File: src/fpba_pkg.sv
// Shared types and constants for the fit-policy block allocator.
// No dependencies; every other file in src except fpba_ram refers to this package by scoped name.
`default_nettype none

package fpba_pkg;

  // Default sizing of the free-size table
  localparam int NUM_BLOCKS_DEF = 16;
  localparam int SIZE_WIDTH_DEF = 16;

  // Fixed port field widths
  localparam int IDX_FIELD_W  = 4;
  localparam int SIZE_FIELD_W = 16;
  localparam int MODE_W       = 2;
  localparam int COUNT_W      = 5;
  localparam int CFG_IDX_W    = 1;
  localparam int CFG_DATA_W   = 8;

  // Item opcodes
  localparam logic OP_LOAD  = 1'b0;
  localparam logic OP_ALLOC = 1'b1;

  // Configuration register indexes
  localparam logic [CFG_IDX_W-1:0] CFG_FIT_MODE    = 1'b0;
  localparam logic [CFG_IDX_W-1:0] CFG_BLOCK_COUNT = 1'b1;

  // Selection policies (code 3 falls back to first fit)
  localparam logic [MODE_W-1:0] MODE_FIRST = 2'd0;
  localparam logic [MODE_W-1:0] MODE_BEST  = 2'd1;
  localparam logic [MODE_W-1:0] MODE_WORST = 2'd2;

  // Controller states
  typedef enum logic [1:0] {
    ST_IDLE,
    ST_SCAN,
    ST_DRAIN,
    ST_WB
  } state_t;

  // Commands from controller to datapath
  typedef struct packed {
    logic load_wr;   // write a load beat into the table
    logic start;     // latch an allocate request, reset the scan
    logic scan_rd;   // issue one table read
    logic wb;        // write back the pick and fill the output register
  } fpba_cmd_t;

  // Status from datapath to controller
  typedef struct packed {
    logic count_zero;  // no entries in use
    logic scan_last;   // current read is the last entry in use
    logic out_busy;    // output register holds a beat that is not taken now
  } fpba_sts_t;

endpackage

`default_nettype wire

File: src/fpba_ram.sv
// Generic simple dual-port RAM: one write port, one read port with registered data.
// No dependencies.
`default_nettype none

module fpba_ram #(
  parameter int WIDTH = 16,
  parameter int DEPTH = 16,
  parameter int AW    = (DEPTH > 1) ? $clog2(DEPTH) : 1
) (
  input  wire logic             clk,
  input  wire logic             we,
  input  wire logic [AW-1:0]    waddr,
  input  wire logic [WIDTH-1:0] wdata,
  input  wire logic             re,
  input  wire logic [AW-1:0]    raddr,
  output logic      [WIDTH-1:0] rdata
);

  logic [WIDTH-1:0] mem_r [DEPTH];
  logic [WIDTH-1:0] rdata_r;

  // write port
  always_ff @(posedge clk) begin
    if (we) begin
      mem_r[waddr] <= wdata;
    end
  end

  // registered read port
  always_ff @(posedge clk) begin
    if (re) begin
      rdata_r <= mem_r[raddr];
    end
  end

  assign rdata = rdata_r;

endmodule

`default_nettype wire

File: src/fpba_ctrl.sv
// Controller state machine for the allocator: accept, scan, drain, write back.
// Depends on fpba_pkg (state, command and status types, opcodes).
`default_nettype none

module fpba_ctrl (
  input  wire logic                clk,
  input  wire logic                rst_n,
  input  wire logic                in_valid,
  input  wire logic                in_op,
  output logic                     in_stall,
  output fpba_pkg::fpba_cmd_t      cmd,
  input  wire fpba_pkg::fpba_sts_t sts
);

  fpba_pkg::state_t state_r, state_nxt;

  // state register
  always_ff @(posedge clk) begin
    if (!rst_n) begin
      state_r <= fpba_pkg::ST_IDLE;
    end else begin
      state_r <= state_nxt;
    end
  end

  // next state
  always_comb begin
    state_nxt = state_r;
    unique case (state_r)
      fpba_pkg::ST_IDLE: begin
        if (in_valid && (in_op == fpba_pkg::OP_ALLOC)) begin
          state_nxt = sts.count_zero ? fpba_pkg::ST_WB : fpba_pkg::ST_SCAN;
        end
      end
      fpba_pkg::ST_SCAN: begin
        if (sts.scan_last) begin
          state_nxt = fpba_pkg::ST_DRAIN;
        end
      end
      fpba_pkg::ST_DRAIN: begin
        state_nxt = fpba_pkg::ST_WB;
      end
      fpba_pkg::ST_WB: begin
        if (!sts.out_busy) begin
          state_nxt = fpba_pkg::ST_IDLE;
        end
      end
      default: begin
        state_nxt = fpba_pkg::ST_IDLE;
      end
    endcase
  end

  // outputs
  always_comb begin
    cmd      = '0;
    in_stall = 1'b1;
    unique case (state_r)
      fpba_pkg::ST_IDLE: begin
        in_stall      = 1'b0;
        cmd.load_wr   = in_valid && (in_op == fpba_pkg::OP_LOAD);
        cmd.start     = in_valid && (in_op == fpba_pkg::OP_ALLOC);
      end
      fpba_pkg::ST_SCAN: begin
        cmd.scan_rd = 1'b1;
      end
      fpba_pkg::ST_DRAIN: begin
        cmd = '0;
      end
      fpba_pkg::ST_WB: begin
        cmd.wb = !sts.out_busy;
      end
      default: begin
        cmd = '0;
      end
    endcase
  end

endmodule

`default_nettype wire

File: src/fpba_dpath.sv
// Datapath: config registers, free-size table, scan compare, pick registers, output beat.
// Depends on fpba_pkg and fpba_ram.
`default_nettype none

module fpba_dpath #(
  parameter int NUM_BLOCKS = fpba_pkg::NUM_BLOCKS_DEF,
  parameter int SIZE_WIDTH = fpba_pkg::SIZE_WIDTH_DEF
) (
  input  wire logic                                clk,
  input  wire logic                                rst_n,
  // configuration
  input  wire logic                                cfg_valid,
  input  wire logic [fpba_pkg::CFG_IDX_W-1:0]      cfg_index,
  input  wire logic [fpba_pkg::CFG_DATA_W-1:0]     cfg_data,
  // input item payload
  input  wire logic [fpba_pkg::IDX_FIELD_W-1:0]    in_load_index,
  input  wire logic [fpba_pkg::SIZE_FIELD_W-1:0]   in_size,
  // result channel
  output logic                                     out_valid,
  input  wire logic                                out_stall,
  output logic                                     out_granted,
  output logic [fpba_pkg::IDX_FIELD_W-1:0]         out_chosen_block,
  output logic [fpba_pkg::SIZE_FIELD_W-1:0]        out_remaining_after,
  // controller link
  input  wire fpba_pkg::fpba_cmd_t                 cmd,
  output fpba_pkg::fpba_sts_t                      sts
);

  localparam int          IDX_W = (NUM_BLOCKS > 1) ? $clog2(NUM_BLOCKS) : 1;
  localparam logic [31:0] NB32  = 32'(NUM_BLOCKS);

  // config registers
  logic [fpba_pkg::MODE_W-1:0]  fit_mode_r;
  logic [fpba_pkg::COUNT_W-1:0] block_count_r;

  // scan and pick state
  logic [SIZE_WIDTH-1:0] req_r;
  logic [IDX_W-1:0]      last_idx_r;
  logic [IDX_W-1:0]      rd_idx_r;
  logic [IDX_W-1:0]      cmp_idx_r;
  logic                  cmp_vld_r;
  logic                  have_r;
  logic [IDX_W-1:0]      best_idx_r;
  logic [SIZE_WIDTH-1:0] best_val_r;

  // output beat
  logic                                 out_valid_r;
  logic                                 out_granted_r;
  logic [fpba_pkg::IDX_FIELD_W-1:0]     out_chosen_r;
  logic [fpba_pkg::SIZE_FIELD_W-1:0]    out_remain_r;

  logic [SIZE_WIDTH-1:0] rd_data;
  logic [SIZE_WIDTH-1:0] new_val;
  logic [31:0]           count32;
  logic [31:0]           last32;
  logic                  load_ok;
  logic                  fits;
  logic                  better;
  logic                  ram_we;
  logic [IDX_W-1:0]      ram_waddr;
  logic [SIZE_WIDTH-1:0] ram_wdata;

  // configuration writes; ready is always high
  always_ff @(posedge clk) begin
    if (!rst_n) begin
      fit_mode_r    <= fpba_pkg::MODE_FIRST;
      block_count_r <= fpba_pkg::COUNT_W'(1);
    end else if (cfg_valid) begin
      if (cfg_index == fpba_pkg::CFG_FIT_MODE) begin
        fit_mode_r <= cfg_data[fpba_pkg::MODE_W-1:0];
      end else if (cfg_index == fpba_pkg::CFG_BLOCK_COUNT) begin
        block_count_r <= cfg_data[fpba_pkg::COUNT_W-1:0];
      end
    end
  end

  // last entry in use, count saturated at table depth
  assign count32 = 32'(block_count_r);
  assign last32  = (count32 > NB32) ? (NB32 - 32'd1) : (count32 - 32'd1);

  // loads outside the table are dropped
  assign load_ok = cmd.load_wr && (32'(in_load_index) < NB32);
  assign new_val = best_val_r - req_r;

  // table write mux: load beats or write back of the pick
  assign ram_we    = load_ok || (cmd.wb && have_r);
  assign ram_waddr = cmd.wb ? best_idx_r : IDX_W'(in_load_index);
  assign ram_wdata = cmd.wb ? new_val : SIZE_WIDTH'(in_size);

  fpba_ram #(
    .WIDTH (SIZE_WIDTH),
    .DEPTH (NUM_BLOCKS),
    .AW    (IDX_W)
  ) u_table (
    .clk   (clk),
    .we    (ram_we),
    .waddr (ram_waddr),
    .wdata (ram_wdata),
    .re    (cmd.scan_rd),
    .raddr (rd_idx_r),
    .rdata (rd_data)
  );

  // candidate compare against the current pick
  always_comb begin
    fits   = rd_data >= req_r;
    better = !have_r;
    if (fit_mode_r == fpba_pkg::MODE_BEST) begin
      better = better || (rd_data < best_val_r);
    end else if (fit_mode_r == fpba_pkg::MODE_WORST) begin
      better = better || (rd_data > best_val_r);
    end
  end

  // scan counter and read tracking
  always_ff @(posedge clk) begin
    if (!rst_n) begin
      cmp_vld_r <= 1'b0;
      have_r    <= 1'b0;
    end else begin
      cmp_vld_r <= cmd.scan_rd;
      if (cmd.start) begin
        have_r <= 1'b0;
      end else if (cmp_vld_r && fits && better) begin
        have_r <= 1'b1;
      end
    end
  end

  always_ff @(posedge clk) begin
    if (cmd.start) begin
      req_r      <= SIZE_WIDTH'(in_size);
      last_idx_r <= IDX_W'(last32);
      rd_idx_r   <= '0;
    end else if (cmd.scan_rd) begin
      rd_idx_r <= rd_idx_r + IDX_W'(1);
    end
    if (cmd.scan_rd) begin
      cmp_idx_r <= rd_idx_r;
    end
    if (cmp_vld_r && fits && better) begin
      best_idx_r <= cmp_idx_r;
      best_val_r <= rd_data;
    end
  end

  // output register
  always_ff @(posedge clk) begin
    if (!rst_n) begin
      out_valid_r <= 1'b0;
    end else if (cmd.wb) begin
      out_valid_r <= 1'b1;
    end else if (!out_stall) begin
      out_valid_r <= 1'b0;
    end
  end

  always_ff @(posedge clk) begin
    if (cmd.wb) begin
      out_granted_r <= have_r;
      out_chosen_r  <= have_r ? fpba_pkg::IDX_FIELD_W'(best_idx_r) : '0;
      out_remain_r  <= have_r ? fpba_pkg::SIZE_FIELD_W'(new_val) : '0;
    end
  end

  assign out_valid           = out_valid_r;
  assign out_granted         = out_granted_r;
  assign out_chosen_block    = out_chosen_r;
  assign out_remaining_after = out_remain_r;

  // status to controller
  assign sts.count_zero = (block_count_r == '0);
  assign sts.scan_last  = (rd_idx_r == last_idx_r);
  assign sts.out_busy   = out_valid_r && out_stall;

endmodule

`default_nettype wire

File: src/fit_policy_block_allocator.sv
// Load beats give no result; they are accepted back to back.
// An allocate beat with N = min(block_count, NUM_BLOCKS) > 0 entries in use is scanned by the
// table read port, visiting one entry per cycle, then drains; the pick is written back, the
// result registered, and the next beat accepted after write back. With N = 0 the scan is skipped.
// Write back waits while a stalled earlier result holds the output.
// Sync active-low reset clears control, fit_mode (first fit), block_count (1); table undefined.
`default_nettype none

module fit_policy_block_allocator #(
  parameter int NUM_BLOCKS = fpba_pkg::NUM_BLOCKS_DEF,
  parameter int SIZE_WIDTH = fpba_pkg::SIZE_WIDTH_DEF
) (
  input  wire logic                                clk,
  input  wire logic                                rst_n,
  // configuration write channel
  input  wire logic                                cfg_valid,
  output logic                                     cfg_ready,
  input  wire logic [fpba_pkg::CFG_IDX_W-1:0]      cfg_index,
  input  wire logic [fpba_pkg::CFG_DATA_W-1:0]     cfg_data,
  // input channel
  input  wire logic                                in_valid,
  output logic                                     in_stall,
  input  wire logic                                in_op,
  input  wire logic [fpba_pkg::IDX_FIELD_W-1:0]    in_load_index,
  input  wire logic [fpba_pkg::SIZE_FIELD_W-1:0]   in_size,
  // result channel
  output logic                                     out_valid,
  input  wire logic                                out_stall,
  output logic                                     out_granted,
  output logic [fpba_pkg::IDX_FIELD_W-1:0]         out_chosen_block,
  output logic [fpba_pkg::SIZE_FIELD_W-1:0]        out_remaining_after
);

  fpba_pkg::fpba_cmd_t cmd;
  fpba_pkg::fpba_sts_t sts;

  assign cfg_ready = 1'b1;

  fpba_ctrl u_ctrl (
    .clk      (clk),
    .rst_n    (rst_n),
    .in_valid (in_valid),
    .in_op    (in_op),
    .in_stall (in_stall),
    .cmd      (cmd),
    .sts      (sts)
  );

  fpba_dpath #(
    .NUM_BLOCKS (NUM_BLOCKS),
    .SIZE_WIDTH (SIZE_WIDTH)
  ) u_dpath (
    .clk                 (clk),
    .rst_n               (rst_n),
    .cfg_valid           (cfg_valid),
    .cfg_index           (cfg_index),
    .cfg_data            (cfg_data),
    .in_load_index       (in_load_index),
    .in_size             (in_size),
    .out_valid           (out_valid),
    .out_stall           (out_stall),
    .out_granted         (out_granted),
    .out_chosen_block    (out_chosen_block),
    .out_remaining_after (out_remaining_after),
    .cmd                 (cmd),
    .sts                 (sts)
  );

  // at most one datapath command per cycle
  a_cmd_onehot: assert property (@(posedge clk) disable iff (!rst_n)
    $onehot0({cmd.load_wr, cmd.start, cmd.scan_rd, cmd.wb}))
    else $error("allocator: overlapping datapath commands");

  // an accepted allocate blocks the input until its result is written back
  a_alloc_holds_input: assert property (@(posedge clk) disable iff (!rst_n)
    (in_valid && !in_stall && (in_op == fpba_pkg::OP_ALLOC)) |=> in_stall)
    else $error("allocator: input taken during an allocate");

  // a pending result beat is never overwritten by write back
  a_no_overwrite: assert property (@(posedge clk) disable iff (!rst_n)
    cmd.wb |-> !(out_valid && out_stall))
    else $error("allocator: write back over a pending result");

  // a refused request reports zero index and size
  a_refused_zero: assert property (@(posedge clk) disable iff (!rst_n)
    (out_valid && !out_granted) |-> (out_chosen_block == '0 && out_remaining_after == '0))
    else $error("allocator: refused result carries data");

endmodule

`default_nettype wire
File: config.mk
export PLATFORM = sky130hd
export DESIGN_NAME = fit_policy_block_allocator
export DESIGN_NICKNAME = d
export VERILOG_FILES = /design/src/fpba_pkg.sv /design/src/fpba_ram.sv /design/src/fpba_ctrl.sv /design/src/fpba_dpath.sv /design/src/fit_policy_block_allocator.sv
export SDC_FILE = /design/constraint.sdc
export NUM_CORES = 1
export LEC_CHECK = 0
export ABC_AREA = 1
export BUFFER_PORTS_ARGS = -buffer_cell sky130_fd_sc_hd__buf_2
export CORE_ASPECT_RATIO = 0.7
export CORE_UTILIZATION = 62
export CTS_CLUSTER_DIAMETER = 60
export DETAILED_ROUTE_END_ITERATION = 10
export PLACE_DENSITY = 0.8
export SLEW_MARGIN = 40
export SYNTH_ARGS = -nofsm -noshare
export SYNTH_HDL_FRONTEND = slang
export SYNTH_SLANG_ARGS = --single-unit
File: constraint.sdc
create_clock -name clk -period 3.05 [get_ports clk]
set_input_delay 0.305 -clock clk [delete_from_list [all_inputs] [get_ports clk]]
set_output_delay 0.305 -clock clk [all_outputs]
set_load 0.02 [all_outputs]
# == Yosys cells after proc, flatten, opt, wreduce, memory -nomap -nowiden ==
# Memories as Yosys holds them, arrays and structs flattened. A register that Yosys moved wholly into a read port is not among the register bits.
# Index checks and enable logic that the tools add are counted.
# totals
input_bits,35
mem_bits_rw,256
out_inout_bits,24
regBits,81
word_cells,70
memories,1
# mem_list
name,words,width,read_ports,rd_clocked_by_memory_dff,wr,line,source
u_dpath.u_table.mem_r,16,16,1,1,1,fpba_ram.sv:19,logic [WIDTH-1:0] mem_r [DEPTH];
# classes
n_mux,17
n_lt_le_gt_ge,4
n_bitwise,3
n_addsub,3
eq_ne,10
n_reduce_logical,17
# ops
cell,n
$ge A16 B16 Y1,1
$gt A16 B16 Y1,1
$lt A16 B16 Y1,1
$mux W16,1
$sub A16 B16 Y16,1
$mux W2,5
$mux W1,9
$pmux W2 S4,1
$eq A2 B2 Y1 const B,3
$logic_and A1 B1 Y1,6
$gt A5 B5 Y1 const B,1
$logic_not A5 Y1,1
$add A4 B1 Y4 const B,1
$eq A2 B1 Y1 const B,2
$eq A4 B4 Y1,1
$mux W4,1
$ne A2 B1 Y1 const B,2
$ne A2 B2 Y1 const B,2
$reduce_and A2 Y1,2
$sub A4 B1 Y4 const B,1
$logic_or A1 B1 Y1,3
$not A1 Y1,3
$reduce_and A3 Y1,1
$logic_not A1 Y1,2
other kinds (2),2

# == Depth between registers and ports, before layout ==
# depth
depth_word,7
ltp_mapped,14
mapped_depth_nobuf,14

# == Cells and area by module ==
# Synthesis repeated with hierarchy kept, for this count alone.
# unflattened
hier_cells,1626
area_unflattened_um2,16383.2
# by_module_without_submodules
mod,cells_each,area_per_inst_um2,seq_area_each_um2,n_inst
fpba_ram,1074,11541.1,8167.8,1
fpba_dpath,517,4596.9,2232.1,1
fpba_ctrl,33,234.0,40.0,1
fit_policy_block_allocator,2,11.3,0.0,1

# == Worst setup path after synthesis ==
# Ideal clock, no wire load.
# synth_timing
path_kind,register to register
startpoint,reg u_dpath.req_r[0]
endpoint,mem u_dpath.u_table.mem_r[0][10] (data pin)
setup_ns,0.330
path_slack_ns,0.387
arrival_ns,2.333
required_ns,2.720
path_stages_with_launch,12
synth_period_minus_slack_ns,2.663
n_path_buf,0
path_cell_list,edfxtp_1 -> ha_1 -> fa_1 -> inv_1 -> nand3_1 -> nand2_1 -> nand2_1 -> nand2_1 -> nand2_1 -> nand3b_1 -> nand2_1 -> o21ai_0
# synth_between
elab_chain_len,2
# synth_rtl
item,line,source
start: declaration,fpba_dpath.sv:37,logic [SIZE_WIDTH-1:0] req_r;
start signal: assignment,fpba_dpath.sv:132,req_r <= SIZE_WIDTH'(in_size);
$sub A16 B16 Y16,fpba_dpath.sv:83,assign new_val = best_val_r - req_r;
$mux W16,fpba_dpath.sv:88,assign ram_wdata = cmd.wb ? new_val : SIZE_WIDTH'(in_size);
net u_dpath.ram_wdata[10],fpba_dpath.sv:61,logic [SIZE_WIDTH-1:0] ram_wdata;
end: declaration,fpba_ram.sv:19,
# The timed path passes the listed nets, and every way through them passes these cells.

# == Worst setup path after layout ==
# layout_timing
startpoint,reg u_dpath.req_r[0]
endpoint,mem u_dpath.u_table.mem_r[1][14] (data pin)
# The elaborated chain is that of the path after synthesis.

==> results.yml <==
detailed_routing:
  via_count: 10010
  drt_first_pass_iters: 6
  routed_via_density: 5.907
  ant_nets_after_route: 0
  first_iter_violations: 1014
  wl_um: 33400
  drc: 0
  post_drt_wl_per_cell_um: 19.71
cts:
  clock_tree_from_tritoncts: "done"
  clock_path_buffers: 3
  clockRootBuffer: "sky130_fd_sc_hd__clkbuf_16"
  clock_latency_ps: 530
  clk_transition_reported_paths_ps: 60
  cts.hold.buffers_added: 16
  numCtsBuffers: 34
  clock_sinks: 353
  cts-resized-gates: 0
  cts_setup_buffers: 0
  h-tree-depth: 2
yosys:
  post_synth_main_area_contributors: "sky130_fd_sc_hd__edfxtp_1 65%, sky130_fd_sc_hd__ha_1 4.2%, sky130_fd_sc_hd__mux2i_1 4.1%"
  syn_inst: 1253
  synth_most_common_cell: "sky130_fd_sc_hd__edfxtp_1"
  syn-cell-area_mm2: 0.01564
  synth_cell_types: 46
  post-synth-top-area-fraction_pct: 64.70
  synth.cells.most_frequent: "337 x sky130_fd_sc_hd__edfxtp_1, 148 x sky130_fd_sc_hd__nand2_1, 146 x sky130_fd_sc_hd__inv_1"
  synthesis.yosys.warnings: 0
  ys_seq_elements: 353
  synthDominantAreaCellType: "sky130_fd_sc_hd__edfxtp_1"
  number_of_flops_mapped_to_enable_cells_by_yosys: 337
  synth_top_flop_cell: "sky130_fd_sc_hd__edfxtp_1"
  synth.net_count: 1342
  postSynth.asyncResetShare_pct: 0
  synthesis.area_per_instance_um2: 12.48
  synth_sequential_area_ratio_pct: 66.75
sta:
  final_hold_viol_count: 0
  worst_slew_pin_slew_ps: 871.3
  fin_crit_sh_pct: 93.54
  skew_ps: 15.00
  period_minus_slack_ps: 2853
  worst_slew_slack_as_a_fraction_of_its_limit_pct: 41.55
  final.setup.tns_ps: 0
  final-setup-viol-count: 0
  clock.fmax_ghz: 0.3505
  timing_max_transition_violations_final: 0
  rsz0062_at_grt: "false"
critical_path:
  critPathBufInv: 1
  category_of_the_most_critical_setup_path: "register to register"
  cp_cell_sequence: "ha_1, fa_1, inv_1, nand3_1, nand2_1, nand2_1, nand2_1, nand3_1, nand2_1, nand2_1, nand3_1, nand2_1"
  cp_slowest_cell: "sky130_fd_sc_hd__fa_1"
  critical-path-top-delay-family: "simple AND/OR/NAND/NOR gates"
  timing.critical_path.slowest_cell_delay_ps: 490
  worst-path-max-fanout: 16
  end_kind: "register"
  required_ps: 3180
  worst-endpoint-arrival_ps: 2980
  critical_path.startpoint_type: "register"
  cpMostUsedCell: "sky130_fd_sc_hd__nand2_1"
die:
  die_area_mm2: 0.02588
  floorplan.io_pins: 59
  fp.dieW_um: 191.8
  initial_util_pct: 63.37
  die_h_um: 134.9
  core.rowCount: 48
  coreArea_mm2: 0.02468
cells_and_area:
  fin_nets: 1435
  syn_to_final_growth_pct: 12.09
  diodes: 0
  drive_gt1_share_pct: 12.42
  post-route-cell-area_mm2: 0.01753
run:
  maxCapViolations: 0
global_routing:
  grt_pass1_vias: 9235
  grt_util_all_layers_pct: 26.13
  grt_overflow_total: 0
  grt_first_pass_wirelength_um: 50340
  grt_start_max_net_pins: 69
  number_of_antenna_violations_at_the_first_check_in_global_routing: 0
power:
  power-per-cell-area_mw_per_mm2: 814.4
  leakage_nw: 6.777
  power.ir.vdd_worst_uv: 700.4
min_path:
  hold_class: "input pin to register"
placement:
  placedInstanceArea_mm2: 0.01635
  io_buffer_count: 54
  place.detailed.hpwl_um: 21290
  routabilityCongestion: 0.9688
outcome:
  outcome: "completed"
## worst paths after layout
check	startpoint	end	slack (ps)	cells after the start
worst max-delay path	u_dpath.req_r[0]$_DFFE_PP_	u_dpath.u_table.mem_r[1][14]$_DFFE_PP_	200	12
worst min-delay path	cfg_data[1]	u_dpath.fit_mode_r[1]$_SDFFE_PN0P_	30	3
worst max register to register	u_dpath.req_r[0]$_DFFE_PP_	u_dpath.u_table.mem_r[1][14]$_DFFE_PP_	200	12
worst min register to register	u_dpath.cmp_idx_r[2]$_DFFE_PP_	u_dpath.best_idx_r[2]$_DFFE_PP_	420	0
## per-layer routing
metal,GRT usage (%),part of all wire [%],vias to the layer above
li1,-,-,4682
met3,4.938,9.3,57
met5,0,0,-
met4,8.554,2.2,0
met1,37.91,43,4790
met2,40.11,46,477
## cell usage in the layout, fill, tap and decap left out, drive strengths merged, types with 2 or more instances in the layout
| cell | netlist | layout |
|---|---|---|
| a21o | 4 | 4 |
| a21oi | 101 | 101 |
| buf | 37 | 94 |
| clkbuf | 16 | 38 |
| clkinv | 2 | 20 |
| dfxtp | 16 | 16 |
| dlygate4sd3 | 0 | 16 |
| edfxtp | 337 | 337 |
| ha | 53 | 53 |
| inv | 149 | 151 |
| mux2i | 64 | 64 |
| nand2 | 150 | 150 |
| nand3 | 42 | 42 |
| nand3b | 2 | 2 |
| nand4 | 6 | 6 |
| nor2 | 61 | 61 |
| nor3 | 8 | 8 |
| nor4 | 3 | 3 |
| o211ai | 65 | 65 |
| o21ai | 113 | 113 |
| o21bai | 2 | 2 |
| or2 | 4 | 4 |
| xnor2 | 9 | 9 |
| xor2 | 2 | 2 |
## cell families after synthesis
group / share of synthesized area [%]
AO/OA/AOI/OAI: 10.62
multiplexers: 4.096
adder cells (fa/ha/maj): 4.368
buffers and inverters: 6.192
flip-flops: 66.75
other: 0.02398
AND/OR/NAND/NOR: 7.343
XOR/XNOR: 0.6160
## per-stage QoR
step                setup slack (ps)  utilization (%)  cells  power [mW]  hold WS (ps)
global placement               367.7            66.23   1618       10.23         401.5
finish                         197.1            71.03   1694       14.28         34.97
detailed placement             308.3            66.23   1618       10.40         404.5
global route                   114.1            71.03   1694       14.92         26.73
floorplan                      387.2                -   1253       9.390         400.3
CTS                            285.4            70.94   1693       14.27         22.38
## sequential cells by signal, indices dropped and copies added, names as in the netlist, 5 cells and up
name / cells
u_dpath.u_table.mem_r: 256
u_dpath.best_val_r: 16
u_dpath.out_remaining_after: 16
u_dpath.req_r: 16
u_dpath.u_table.rdata: 16
u_dpath.block_count_r: 5
## worst register-to-register path, cell delays in order, from the launching register on
cell and delay [ps]:
sky130_fd_sc_hd__edfxtp_1 400, sky130_fd_sc_hd__ha_1 250, sky130_fd_sc_hd__fa_1 490, sky130_fd_sc_hd__inv_1 80, sky130_fd_sc_hd__nand3_1 60, sky130_fd_sc_hd__nand2_1 160
sky130_fd_sc_hd__nand2_1 90, sky130_fd_sc_hd__nand2_1 160, sky130_fd_sc_hd__nand3_1 170, sky130_fd_sc_hd__nand2_1 110, sky130_fd_sc_hd__nand2_1 60, sky130_fd_sc_hd__nand3_1 70
sky130_fd_sc_hd__nand2_1 340
## area by class of cell
cell class              count  area (um2)
flip-flops and latches    353       10450
fillers                  1569        7152
repair buffers            110       830.8
inverters                 151       569.3
clock buffers              38       887.1
well taps                 325       406.6
multi-input cells         696        4275
clock inverters            21       116.4
## report_power, final
part | switching [mW] | internal, mW
logic | 2.66 | 1.41
clock network | 1.78 | 2.11
registers | 0.330 | 5.99
(Power assumes the default switching activity.)
